`src/sv/atr_pkg.sv`:
```
`default_nettype none
package atr_pkg;
  localparam int unsigned TsW = 64;
  localparam int unsigned TypeW = 3;
  localparam int unsigned CfgW = 32;
  localparam int unsigned CntW = 16;
  localparam int unsigned CfgIdxW = 3;
  localparam int unsigned QueueDepth = 2;

  localparam logic [CfgW-1:0] JumpThrReset = 32'd10000;
  localparam logic [CfgW-1:0] BackThrReset = 32'd2000;
  localparam logic [CfgW-1:0] SwitchThrReset = 32'd100000;
  localparam logic [CfgW-1:0] MergeDeltaReset = 32'd2000;
  localparam logic [CntW-1:0] UnsyncLimitReset = 16'd600;

  localparam logic [CfgIdxW-1:0] RegJumpThr = 3'd0;
  localparam logic [CfgIdxW-1:0] RegBackThr = 3'd1;
  localparam logic [CfgIdxW-1:0] RegSwitchThr = 3'd2;
  localparam logic [CfgIdxW-1:0] RegMergeDelta = 3'd3;
  localparam logic [CfgIdxW-1:0] RegUnsyncLimit = 3'd4;

  localparam logic [TypeW-1:0] TrkAudio = 3'd0;
  localparam logic [TypeW-1:0] TrkVideo = 3'd1;
  localparam logic [TypeW-1:0] TrkSub = 3'd2;
  localparam logic [TypeW-1:0] TrkTag = 3'd3;

  typedef enum logic [1:0] {
    MODE_AV = 2'd0,
    MODE_AUDIO = 2'd1,
    MODE_VIDEO = 2'd2
  } mode_t;

  typedef enum logic [2:0] {
    CMD_SEEK,
    CMD_TAG,
    CMD_PASS,
    CMD_AUDIO,
    CMD_VIDEO,
    CMD_SUB
  } cmd_t;

  // classified request handed from front to back
  typedef struct packed {
    cmd_t cmd;
    logic [TypeW-1:0] track_type;
    logic [TsW-1:0] timestamp;
    logic new_format;
    logic track_unavailable;
    logic chunk_dropped;
    logic chunk_begin;
    logic chunk_switch;
    logic discontinuous;
  } req_t;

  typedef struct packed {
    logic [CfgW-1:0] jump_thr;
    logic [CfgW-1:0] back_thr;
    logic [CfgW-1:0] switch_thr;
    logic [CfgW-1:0] merge_delta;
    logic [CntW-1:0] unsync_limit;
  } cfg_t;
endpackage
`default_nettype wire

```
`src/sv/atr_if.sv`:
```
`default_nettype none
interface atr_in_if;
  logic valid;
  logic ready;
  logic op;
  logic [2:0] track_type;
  logic [63:0] timestamp;
  logic new_format;
  logic track_unavailable;
  logic chunk_dropped;
  logic chunk_begin;
  logic chunk_switch;
  logic discontinuous;
  logic internal_subtitle;
  modport source(output valid, op, track_type, timestamp, new_format, track_unavailable,
    chunk_dropped, chunk_begin, chunk_switch, discontinuous, internal_subtitle,
    input ready);
  modport sink(input valid, op, track_type, timestamp, new_format, track_unavailable,
    chunk_dropped, chunk_begin, chunk_switch, discontinuous, internal_subtitle,
    output ready);
endinterface

interface atr_out_if;
  logic valid;
  logic ready;
  logic [63:0] out_timestamp;
  logic rewritten;
  modport source(output valid, out_timestamp, rewritten, input ready);
  modport sink(input valid, out_timestamp, rewritten, output ready);
endinterface
`default_nettype wire

```
`src/sv/atr_front.sv`:
```
`default_nettype none
module atr_front
  import atr_pkg::*;
#(
  parameter int unsigned Depth = QueueDepth
) (
  input  wire logic clk,
  input  wire logic rst,
  atr_in_if.sink    in_ch,
  output req_t      q_req,
  output logic      q_valid,
  input  wire logic q_pop
);
  localparam int unsigned PtrW = (Depth > 1) ? $clog2(Depth) : 1;
  localparam int unsigned CntBits = $clog2(Depth + 1);

  req_t slots [Depth];
  logic [PtrW-1:0] wr_ptr, rd_ptr;
  logic [CntBits-1:0] count;
  req_t cls;
  logic push;

  // classify
  always_comb begin
    cls.track_type = in_ch.track_type;
    cls.timestamp = in_ch.timestamp;
    cls.new_format = in_ch.new_format;
    cls.track_unavailable = in_ch.track_unavailable;
    cls.chunk_dropped = in_ch.chunk_dropped;
    cls.chunk_begin = in_ch.chunk_begin;
    cls.chunk_switch = in_ch.chunk_switch;
    cls.discontinuous = in_ch.discontinuous;
    if (in_ch.op) cls.cmd = CMD_SEEK;
    else if (in_ch.track_type == TrkTag) cls.cmd = CMD_TAG;
    else if (in_ch.track_unavailable) cls.cmd = CMD_PASS;
    else if (in_ch.track_type == TrkAudio) cls.cmd = CMD_AUDIO;
    else if (in_ch.track_type == TrkVideo) cls.cmd = CMD_VIDEO;
    else if (in_ch.track_type == TrkSub && in_ch.internal_subtitle) cls.cmd = CMD_SUB;
    else cls.cmd = CMD_PASS;
  end

  assign in_ch.ready = (count != CntBits'(Depth));
  assign push = in_ch.valid && in_ch.ready;
  assign q_valid = (count != '0);
  assign q_req = slots[rd_ptr];

  always_ff @(posedge clk) begin
    if (push) slots[wr_ptr] <= cls;
  end

  always_ff @(posedge clk) begin
    if (rst) begin
      wr_ptr <= '0;
      rd_ptr <= '0;
      count <= '0;
    end else begin
      if (push) wr_ptr <= (wr_ptr == PtrW'(Depth - 1)) ? '0 : wr_ptr + 1'b1;
      if (q_pop) rd_ptr <= (rd_ptr == PtrW'(Depth - 1)) ? '0 : rd_ptr + 1'b1;
      count <= count + CntBits'(push) - CntBits'(q_pop);
    end
  end
endmodule
`default_nettype wire

```
`src/sv/atr_back.sv`:
```
`default_nettype none
module atr_back
  import atr_pkg::*;
(
  input  wire logic clk,
  input  wire logic rst,
  input  cfg_t      cfg,
  input  req_t      q_req,
  input  wire logic q_valid,
  output logic      q_pop,
  atr_out_if.source out_ch
);
  typedef enum logic [0:0] {
    PH_DECIDE = 1'b0,
    PH_COMMIT = 1'b1
  } phase_t;

  phase_t phase, phase_next;

  mode_t media_mode;
  logic [TsW-1:0] last_audio_raw, last_video_raw, audio_shift, video_shift;
  logic [TsW-1:0] subtitle_shift, start_position, last_audio_out, last_video_out;
  logic audio_pending, video_pending, subtitle_pending;
  logic [CntW-1:0] unsync_count;

  // stage-1 registers
  logic [TsW-1:0] s_shift;
  logic [TsW-1:0] s_r;
  logic s_is_audio;

  logic out_full;
  logic out_free;
  logic out_load;

  // decide-phase combinational values
  logic is_a;
  logic [TsW-1:0] t, last_raw, own_shift, oth_shift, d;
  logic own_pend, oth_pend, rebase, big, back;
  logic [TsW-1:0] shift_new;

  // commit-phase values
  logic [TsW-1:0] hi, lo, md, r_fin, a_sh_c, v_sh_c;
  logic [CntW-1:0] cnt_inc;
  logic merge_ok, do_merge;

  assign out_free = !out_full || out_ch.ready;
  // every pop except a seek loads the output register
  assign out_load = q_pop && (q_req.cmd != CMD_SEEK);

  always_comb begin
    t = q_req.timestamp;
    is_a = (q_req.cmd == CMD_AUDIO);
    last_raw = is_a ? last_audio_raw : last_video_raw;
    own_shift = is_a ? audio_shift : video_shift;
    oth_shift = is_a ? video_shift : audio_shift;
    own_pend = is_a ? audio_pending : video_pending;
    oth_pend = is_a ? video_pending : audio_pending;
    if (q_req.chunk_dropped && t > last_raw && !own_pend) last_raw = t;
    d = (t > last_raw) ? t - last_raw : last_raw - t;
    back = t < last_raw;
    big = d > TsW'(cfg.jump_thr) || (d > TsW'(cfg.back_thr) && back);
    if (own_pend) rebase = 1'b1;
    else if (big && q_req.chunk_switch)
      rebase = d > TsW'(cfg.switch_thr) || q_req.discontinuous;
    else rebase = big;
    if (!rebase) shift_new = own_shift;
    else if (!oth_pend && own_pend) shift_new = oth_shift;
    else shift_new = own_shift + last_raw + 64'd1 - t;
  end

  // commit: mode follow, merge, clamp
  always_comb begin
    a_sh_c = s_is_audio ? s_shift : audio_shift;
    v_sh_c = s_is_audio ? video_shift : s_shift;
    if (s_is_audio && media_mode == MODE_AUDIO) v_sh_c = s_shift;
    if (!s_is_audio && media_mode == MODE_VIDEO) a_sh_c = s_shift;
    hi = (v_sh_c > a_sh_c) ? v_sh_c : a_sh_c;
    lo = (v_sh_c > a_sh_c) ? a_sh_c : v_sh_c;
    md = hi - lo;
    cnt_inc = (unsync_count != 16'hFFFF) ? unsync_count + 1'b1 : unsync_count;
    merge_ok = (v_sh_c != a_sh_c) && !(s_is_audio ? video_pending : audio_pending);
    do_merge = merge_ok && (md[TsW-1] || md <= TsW'(cfg.merge_delta) ||
      (cnt_inc > cfg.unsync_limit && q_req.chunk_begin && media_mode == MODE_AV));
    r_fin = s_r[TsW-1] ? '0 : s_r;
  end

  always_comb begin
    phase_next = phase;
    case (phase)
      PH_DECIDE: if (q_valid && (q_req.cmd == CMD_AUDIO || q_req.cmd == CMD_VIDEO))
        phase_next = PH_COMMIT;
      PH_COMMIT: if (out_free) phase_next = PH_DECIDE;
      default: phase_next = PH_DECIDE;
    endcase
  end

  always_comb begin
    q_pop = 1'b0;
    case (phase)
      PH_DECIDE: q_pop = q_valid && (q_req.cmd == CMD_SEEK ||
        ((q_req.cmd == CMD_TAG || q_req.cmd == CMD_PASS || q_req.cmd == CMD_SUB) && out_free));
      PH_COMMIT: q_pop = out_free;
      default: q_pop = 1'b0;
    endcase
  end

  assign out_ch.valid = out_full;

  always_ff @(posedge clk) begin
    if (rst) phase <= PH_DECIDE;
    else phase <= phase_next;
  end

  always_ff @(posedge clk) begin
    if (rst) begin
      out_full <= 1'b0;
      media_mode <= MODE_AV;
      last_audio_raw <= '0;
      last_video_raw <= '0;
      audio_shift <= '0;
      video_shift <= '0;
      subtitle_shift <= '0;
      start_position <= '0;
      last_audio_out <= '0;
      last_video_out <= '0;
      audio_pending <= 1'b1;
      video_pending <= 1'b1;
      subtitle_pending <= 1'b1;
      unsync_count <= '0;
    end else begin
      out_full <= out_load || (out_full && !out_ch.ready);
      if (phase == PH_DECIDE && q_valid) begin
        case (q_req.cmd)
          CMD_SEEK: begin
            last_audio_raw <= '0;
            last_video_raw <= '0;
            audio_shift <= '0;
            video_shift <= '0;
            subtitle_shift <= '0;
            start_position <= t;
            audio_pending <= 1'b1;
            video_pending <= 1'b1;
            subtitle_pending <= 1'b1;
          end
          CMD_TAG: if (out_free) begin
            out_ch.rewritten <= 1'b1;
            if (!audio_pending) out_ch.out_timestamp <= last_audio_out;
            else if (!video_pending) out_ch.out_timestamp <= last_video_out;
            else out_ch.out_timestamp <= start_position;
          end
          CMD_PASS: if (out_free) begin
            out_ch.rewritten <= 1'b0;
            out_ch.out_timestamp <= t;
            if (q_req.new_format) begin
              if (q_req.track_type == TrkAudio && media_mode == MODE_VIDEO)
                media_mode <= MODE_AV;
              else if (q_req.track_type == TrkVideo && media_mode == MODE_AUDIO)
                media_mode <= MODE_AV;
            end else if (q_req.track_unavailable && media_mode == MODE_AV) begin
              if (q_req.track_type == TrkAudio) media_mode <= MODE_VIDEO;
              else if (q_req.track_type == TrkVideo) media_mode <= MODE_AUDIO;
            end
          end
          CMD_SUB: if (out_free) begin
            out_ch.rewritten <= 1'b1;
            if (!video_pending) begin
              out_ch.out_timestamp <= ((t + video_shift + start_position) >> (TsW-1)) != 0
                ? '0 : t + video_shift + start_position;
            end else if (!audio_pending) begin
              out_ch.out_timestamp <= ((t + audio_shift + start_position) >> (TsW-1)) != 0
                ? '0 : t + audio_shift + start_position;
            end else if (subtitle_pending) begin
              subtitle_pending <= 1'b0;
              subtitle_shift <= subtitle_shift - t;
              out_ch.out_timestamp <= '0;
            end else begin
              out_ch.out_timestamp <= (t + subtitle_shift) >> (TsW-1) != 0
                ? '0 : t + subtitle_shift;
            end
          end
          CMD_AUDIO, CMD_VIDEO: begin
            if (q_req.new_format) begin
              if (is_a && media_mode == MODE_VIDEO) media_mode <= MODE_AV;
              else if (!is_a && media_mode == MODE_AUDIO) media_mode <= MODE_AV;
            end
            s_is_audio <= is_a;
            s_shift <= shift_new;
            s_r <= t + shift_new + start_position;
            if (is_a) begin
              audio_pending <= 1'b0;
              last_audio_raw <= t;
              if (media_mode == MODE_AUDIO) last_video_raw <= t;
            end else begin
              video_pending <= 1'b0;
              last_video_raw <= t;
              if (media_mode == MODE_VIDEO) last_audio_raw <= t;
            end
          end
          default: ;
        endcase
      end
      if (phase == PH_COMMIT && out_free) begin
        out_ch.rewritten <= 1'b1;
        out_ch.out_timestamp <= r_fin;
        if (s_is_audio) last_audio_out <= r_fin;
        else last_video_out <= r_fin;
        if (merge_ok) unsync_count <= cnt_inc;
        else unsync_count <= '0;
        audio_shift <= do_merge ? hi : a_sh_c;
        video_shift <= do_merge ? hi : v_sh_c;
      end
    end
  end
endmodule
`default_nettype wire

```
`src/sv/av_timestamp_rebaser_top.sv`:
```
// Seek gives no result; tag, pass-through and subtitle requests reach the output register
//   from the decide phase, audio/video requests from the commit phase after decide.
// Audio/video requests hold the back end through decide and commit, others only decide;
// this comes from the dependent 64-bit shift update and merge through the back end.
// Reset (rst, synchronous): thresholds return to defaults, state clears, queue empties.
`default_nettype none
module av_timestamp_rebaser_top
  import atr_pkg::*;
#(
  parameter int unsigned Depth = QueueDepth
) (
  input  wire logic               clk,
  input  wire logic               rst,
  atr_in_if.sink                  in_ch,
  atr_out_if.source               out_ch,
  input  wire logic               cfg_we,
  input  wire logic [CfgIdxW-1:0] cfg_index,
  input  wire logic [CfgW-1:0]    cfg_data
);
  cfg_t cfg;
  req_t q_req;
  logic q_valid, q_pop;

  // config registers; the user must write them only while idle, the block does not enforce it
  always_ff @(posedge clk) begin
    if (rst) begin
      cfg.jump_thr <= JumpThrReset;
      cfg.back_thr <= BackThrReset;
      cfg.switch_thr <= SwitchThrReset;
      cfg.merge_delta <= MergeDeltaReset;
      cfg.unsync_limit <= UnsyncLimitReset;
    end else if (cfg_we) begin
      case (cfg_index)
        RegJumpThr: cfg.jump_thr <= cfg_data;
        RegBackThr: cfg.back_thr <= cfg_data;
        RegSwitchThr: cfg.switch_thr <= cfg_data;
        RegMergeDelta: cfg.merge_delta <= cfg_data;
        RegUnsyncLimit: cfg.unsync_limit <= cfg_data[CntW-1:0];
        default: ;
      endcase
    end
  end

  // front: classify and queue requests
  atr_front #(.Depth(Depth)) u_front (
    .clk, .rst, .in_ch, .q_req, .q_valid, .q_pop
  );

  // back: state update and output register
  atr_back u_back (
    .clk, .rst, .cfg, .q_req, .q_valid, .q_pop, .out_ch
  );
endmodule
`default_nettype wire

```
`src/flat_wrapper.sv`:
```
// flat-port wrapper written by rule: the top's interface ports become plain ports
module av_timestamp_rebaser_top_flat import atr_pkg::*;
#(
  parameter int unsigned Depth = QueueDepth
)
  (clk, rst, cfg_we, cfg_index, cfg_data, in_ch_valid, in_ch_op, in_ch_track_type, in_ch_timestamp, in_ch_new_format, in_ch_track_unavailable, in_ch_chunk_dropped, in_ch_chunk_begin, in_ch_chunk_switch, in_ch_discontinuous, in_ch_internal_subtitle, in_ch_ready, out_ch_valid, out_ch_out_timestamp, out_ch_rewritten, out_ch_ready);
  atr_in_if in_ch_i ();
  atr_out_if out_ch_i ();
  input  wire logic clk;
  input  wire logic rst;
  input  wire logic cfg_we;
  input  wire logic [CfgIdxW-1:0] cfg_index;
  input  wire logic [CfgW-1:0] cfg_data;
  input wire logic [$bits(in_ch_i.valid)-1:0] in_ch_valid;
  input wire logic [$bits(in_ch_i.op)-1:0] in_ch_op;
  input wire logic [$bits(in_ch_i.track_type)-1:0] in_ch_track_type;
  input wire logic [$bits(in_ch_i.timestamp)-1:0] in_ch_timestamp;
  input wire logic [$bits(in_ch_i.new_format)-1:0] in_ch_new_format;
  input wire logic [$bits(in_ch_i.track_unavailable)-1:0] in_ch_track_unavailable;
  input wire logic [$bits(in_ch_i.chunk_dropped)-1:0] in_ch_chunk_dropped;
  input wire logic [$bits(in_ch_i.chunk_begin)-1:0] in_ch_chunk_begin;
  input wire logic [$bits(in_ch_i.chunk_switch)-1:0] in_ch_chunk_switch;
  input wire logic [$bits(in_ch_i.discontinuous)-1:0] in_ch_discontinuous;
  input wire logic [$bits(in_ch_i.internal_subtitle)-1:0] in_ch_internal_subtitle;
  output wire logic [$bits(in_ch_i.ready)-1:0] in_ch_ready;
  output wire logic [$bits(out_ch_i.valid)-1:0] out_ch_valid;
  output wire logic [$bits(out_ch_i.out_timestamp)-1:0] out_ch_out_timestamp;
  output wire logic [$bits(out_ch_i.rewritten)-1:0] out_ch_rewritten;
  input wire logic [$bits(out_ch_i.ready)-1:0] out_ch_ready;
  assign in_ch_i.valid = in_ch_valid;
  assign in_ch_i.op = in_ch_op;
  assign in_ch_i.track_type = in_ch_track_type;
  assign in_ch_i.timestamp = in_ch_timestamp;
  assign in_ch_i.new_format = in_ch_new_format;
  assign in_ch_i.track_unavailable = in_ch_track_unavailable;
  assign in_ch_i.chunk_dropped = in_ch_chunk_dropped;
  assign in_ch_i.chunk_begin = in_ch_chunk_begin;
  assign in_ch_i.chunk_switch = in_ch_chunk_switch;
  assign in_ch_i.discontinuous = in_ch_discontinuous;
  assign in_ch_i.internal_subtitle = in_ch_internal_subtitle;
  assign in_ch_ready = in_ch_i.ready;
  assign out_ch_valid = out_ch_i.valid;
  assign out_ch_out_timestamp = out_ch_i.out_timestamp;
  assign out_ch_rewritten = out_ch_i.rewritten;
  assign out_ch_i.ready = out_ch_ready;
  av_timestamp_rebaser_top #(.Depth(Depth)) u_core (.clk(clk), .rst(rst), .in_ch(in_ch_i), .out_ch(out_ch_i), .cfg_we(cfg_we), .cfg_index(cfg_index), .cfg_data(cfg_data));
endmodule
```
`config.mk`:
```
export PLATFORM = sky130hd
export DESIGN_NAME = av_timestamp_rebaser_top_flat
export DESIGN_NICKNAME = d
export VERILOG_FILES = /design/src/sv/atr_pkg.sv /design/src/sv/atr_if.sv /design/src/sv/atr_front.sv /design/src/sv/atr_back.sv /design/src/sv/av_timestamp_rebaser_top.sv /design/src/flat_wrapper.sv
export SDC_FILE = /design/constraint.sdc
export NUM_CORES = 2
export LEC_CHECK = 0
export BUFFER_PORTS_ARGS = -buffer_cell sky130_fd_sc_hd__buf_2
export CORE_UTILIZATION = 58
export DETAILED_ROUTE_END_ITERATION = 8
export PLACE_DENSITY = 0.8
export SLEW_MARGIN = 20
export SYNTH_ARGS = -nofsm -noshare
export SYNTH_HDL_FRONTEND = slang
export SYNTH_HIERARCHICAL = 1
export SYNTH_SLANG_ARGS = --single-unit
```
`constraint.sdc`:
```
create_clock -name clk -period 20 [get_ports clk]
set_input_delay 4 -clock clk [delete_from_list [all_inputs] [get_ports clk]]
set_output_delay 4 -clock clk [all_outputs]
set_load 0.02 [all_outputs]
```
==> reports/metrics.yaml <==
status:
  status: "finished, violations left"
  violations: "DRC"
worst_setup_path:
  start_kind: "flop"
  crit_type: "reg2reg"
  end_kind: "flop"
  crit_top_cell: "o21ai_0"
  worstPathRequired_ns: 20.52
  cp_slowest_stage_delay_ns: 0.67
  arrival_ns: 19.76
  crit_family: "compound AO/OA/AOI/OAI gates"
  crit_fanout: 55
  cp_num_buf_inv: 9
  slowest_stage: "a221oi_1"
logic_synthesis:
  avgSynthCellArea_um2: 8.38
  synth_flop_cell: "dfxtp_1"
  synth_nets: 11800
  synth-warning-count: 6
  synth_cell_types: 103
  async_flop_share: 0
  synth_area_leader_cell: "dfxtp_1"
  ys_top_cells_by_area: "dfxtp_1 (15%), edfxtp_1 (12%), ha_1 (11%), a21oi_1 (6.1%), mux2i_1 (5.9%)"
  syn_area_um2: 88800
  seq_area_frac_synth: 0.271
  synth_seq_cells: 1028
  synth_edf_count: 346
  yosys.area.top_type_share: 0.154
  syn_inst: 10600
place:
  dp_hpwl_um: 277000
  gp_congestion: 1.07
  dpl_worst_slack_ns: 0.336
  place_inst: 12400
  port_buffers: 181
  placed_area_um2: 91700
timing:
  report.final.slew_viol_count: 0
  rsz0062_at_grt: "true"
  setup_viol: 0
  fin_tns_setup_ns: 0
  fin_hold_ws_ns: 0.455
  fin_crit_sh: 0.962
  max_slew_margin: 0.0762
  layout_min_cycle_time_ns: 19.24
  worstMarginPinSlew_ns: 1.37
  skew_ns: 0.0614
  fmax_mhz: 52.0
  hold_viol_final: 0
  layout_setup_ws_ns: 0.758
clocking:
  htree_levels: 3
  hold_buffers: 0
  insertion_delay_ns: 0.78
  cts_buffer_depth: 3
  clockRootBuffer: "clkbuf_16"
  clkTransAtPathRegs_ns: 0.06
  cts_made_buffers: 113
  cts_tree: "built"
  cts.sinks: 1028
routing:
  detail_route.wl_per_cell_um: 28.6
  dr.pass1.iters: 9
  detail_route.wirelength_um: 362000
  ant_nets: 0
  drtIter0Drc: 12700
  via_count: 86100
  post_drt_via_cell_ratio: 6.80
  route.detailed.drc: 35
die:
  start_util: 0.585
  fp.coreArea_um2: 152000
  die_y_um: 393
  die_x_um: 393
  num_io_pins: 182
  fp-row-count: 143
  fp.dieArea_um2: 155000
hold_path:
  min_path_type: "reg2reg"
final_layout:
  regArea_um2: 24100
  final_area_um2: 95700
  final_common_cell: "nand2_1"
  final_cells: 12700
  drive_above_1_share: 0.0760
  nFillCells: 12800
  nets: 11700
  layout_common_cells: "nand2_1 (1258), a21oi_1 (1080), ha_1 (779)"
  syn_to_final_growth_pct: 7.80
  multi_input_area_um2: 60500
global_routing:
  grt_pass1_wl_um: 523000
  grtUsageTotal: 0.448
  grt_max_degree: 118
  grt_pass1_vias: 81000
  antenna_found_initial: 9
  grt_overflow: 0
flow_run:
  drv_cap: 0
power_and_ir_drop:
  peakVddDrop_v: 0.000130
  p_leak_nw: 42.8
  cellPowerDensity_nw_per_um2: 180
## worst min-delay path: stages, from the launching register on
cell     delay [ns]
dfxtp_1        0.31
nand2_1        0.05
a21oi_1        0.05
## area by class of cell
cell class | instances | area share
inverter | 614 | 0.0241
multi-input combinational | 8391 | 0.632
timing repair buffer | 377 | 0.0257
clock buffer | 154 | 0.0337
tap | 2030 | 0.0265
antenna | 8 | 0.000209
clock inverter | 62 | 0.00638
sequential | 1028 | 0.251
## state kept, by name, indices dropped and copies added (netlist names), 16 cells and up, named ones only
| register | cells |
|---|---|
| u_core/u_front/slots | 152 |
| u_core/u_back/s_r | 64 |
| u_core/u_back/last_video_out | 63 |
| u_core/u_back/start_position | 64 |
| u_core/cfg | 144 |
| u_core/u_back/last_video_raw | 64 |
| u_core/u_back/out_ch.out_timestamp | 64 |
| u_core/u_back/last_audio_raw | 64 |
| u_core/u_back/subtitle_shift | 64 |
| u_core/u_back/video_shift | 64 |
| u_core/u_back/unsync_count | 16 |
| u_core/u_back/s_shift | 64 |
| u_core/u_back/last_audio_out | 63 |
| u_core/u_back/audio_shift | 64 |
## path summary, 6_finish.rpt
check	from	endpoint	slack (ns)	cells past startpoint
max	flop	u_core/u_back/s_r[63]$_DFFE_PP_	0.76	81
min	u_core/u_back/last_audio_out[19]$_SDFFE_PP0P_	u_core/u_back/last_audio_out[19]$_SDFFE_PP0P_	0.46	2
max reg2reg	flop	u_core/u_back/s_r[63]$_DFFE_PP_	0.76	81
min reg2reg	u_core/u_back/last_audio_out[19]$_SDFFE_PP0P_	u_core/u_back/last_audio_out[19]$_SDFFE_PP0P_	0.46	2
## logic make-up (layout without fill, tap and decap cells)
group,Yosys count,count (layout),synth area share
simple gates,3288,3288,0.172
compound gates,2999,2999,0.219
buf+inv,1183,1207,0.0527
fa+ha+maj,1038,1038,0.168
flops,1028,1028,0.271
mux,619,619,0.0728
xor+xnor,447,447,0.0441
other cells,0,8,0
## where the power goes
group / leakage [nW] / internal [mW] / switching (mW)
registers: 8.70 / 2.66 / 0.157
logic: 32.3 / 4.29 / 7.91
clock network: 1.86 / 1.22 / 0.978
total: 42.8 / 8.17 / 9.04
## metal layers
layer	vias to the layer above	global-route usage	routed length [um]
met1	41300	0.619	145000
met2	6054	0.610	141000
met5	-	0	114
met3	951	0.175	57000
li1	37800	-	-
met4	12	0.202	18200
## synth_stat cells, types with 18 or more instances
cell and number:
a21oi_1 1081, a211oi_1 60, xor2_1 147, o22ai_1 63, xnor2_1 300, nand2_1 1265, a221oi_1 81, dfxtp_1 682
a221o_1 28, mux2i_1 526, nor4_1 33, nand4_1 133, ha_1 779, buf_2 70, nor2_1 721, and4_1 19
nor2b_1 154, o21ai_0 414, o21bai_1 127, a211o_1 18, a31oi_1 71, a32o_1 65, a22o_1 66, and3_1 62
mux2_2 53, nand3_1 282, nor3_1 152, nand2b_1 274, a21boi_0 26, mux2_4 40, edfxtp_1 346, inv_1 613
clkbuf_1 432, fa_1 259, o31ai_1 31, o221ai_1 35, or2_2 36, or4_1 19, a21o_1 335, buf_1 41
o211ai_1 39, a22oi_1 105, or3_1 35, o21a_1 140, and2_1 44
## metrics by stage
| stage | utilization | power, mW |
|---|---|---|
| 4_1_cts | 0.629 | 16.6 |
| 6_report | 0.630 | 17.2 |
| 2_1_floorplan | - | 10.6 |
| 3_5_place_dp | 0.603 | 14.3 |
| 3_3_place_gp | 0.603 | 14.2 |
| 5_1_grt | 0.630 | 18.0 |
## what timing repair did
| action | 4_1_cts | 5_1_grt |
|---|---|---|
| setup buffers | 0 | 7 |
| endpoints found under the setup margin | 0 | 16 |
| gates resized for setup | 0 | 19 |
Power figures use the tool's default switching activity.
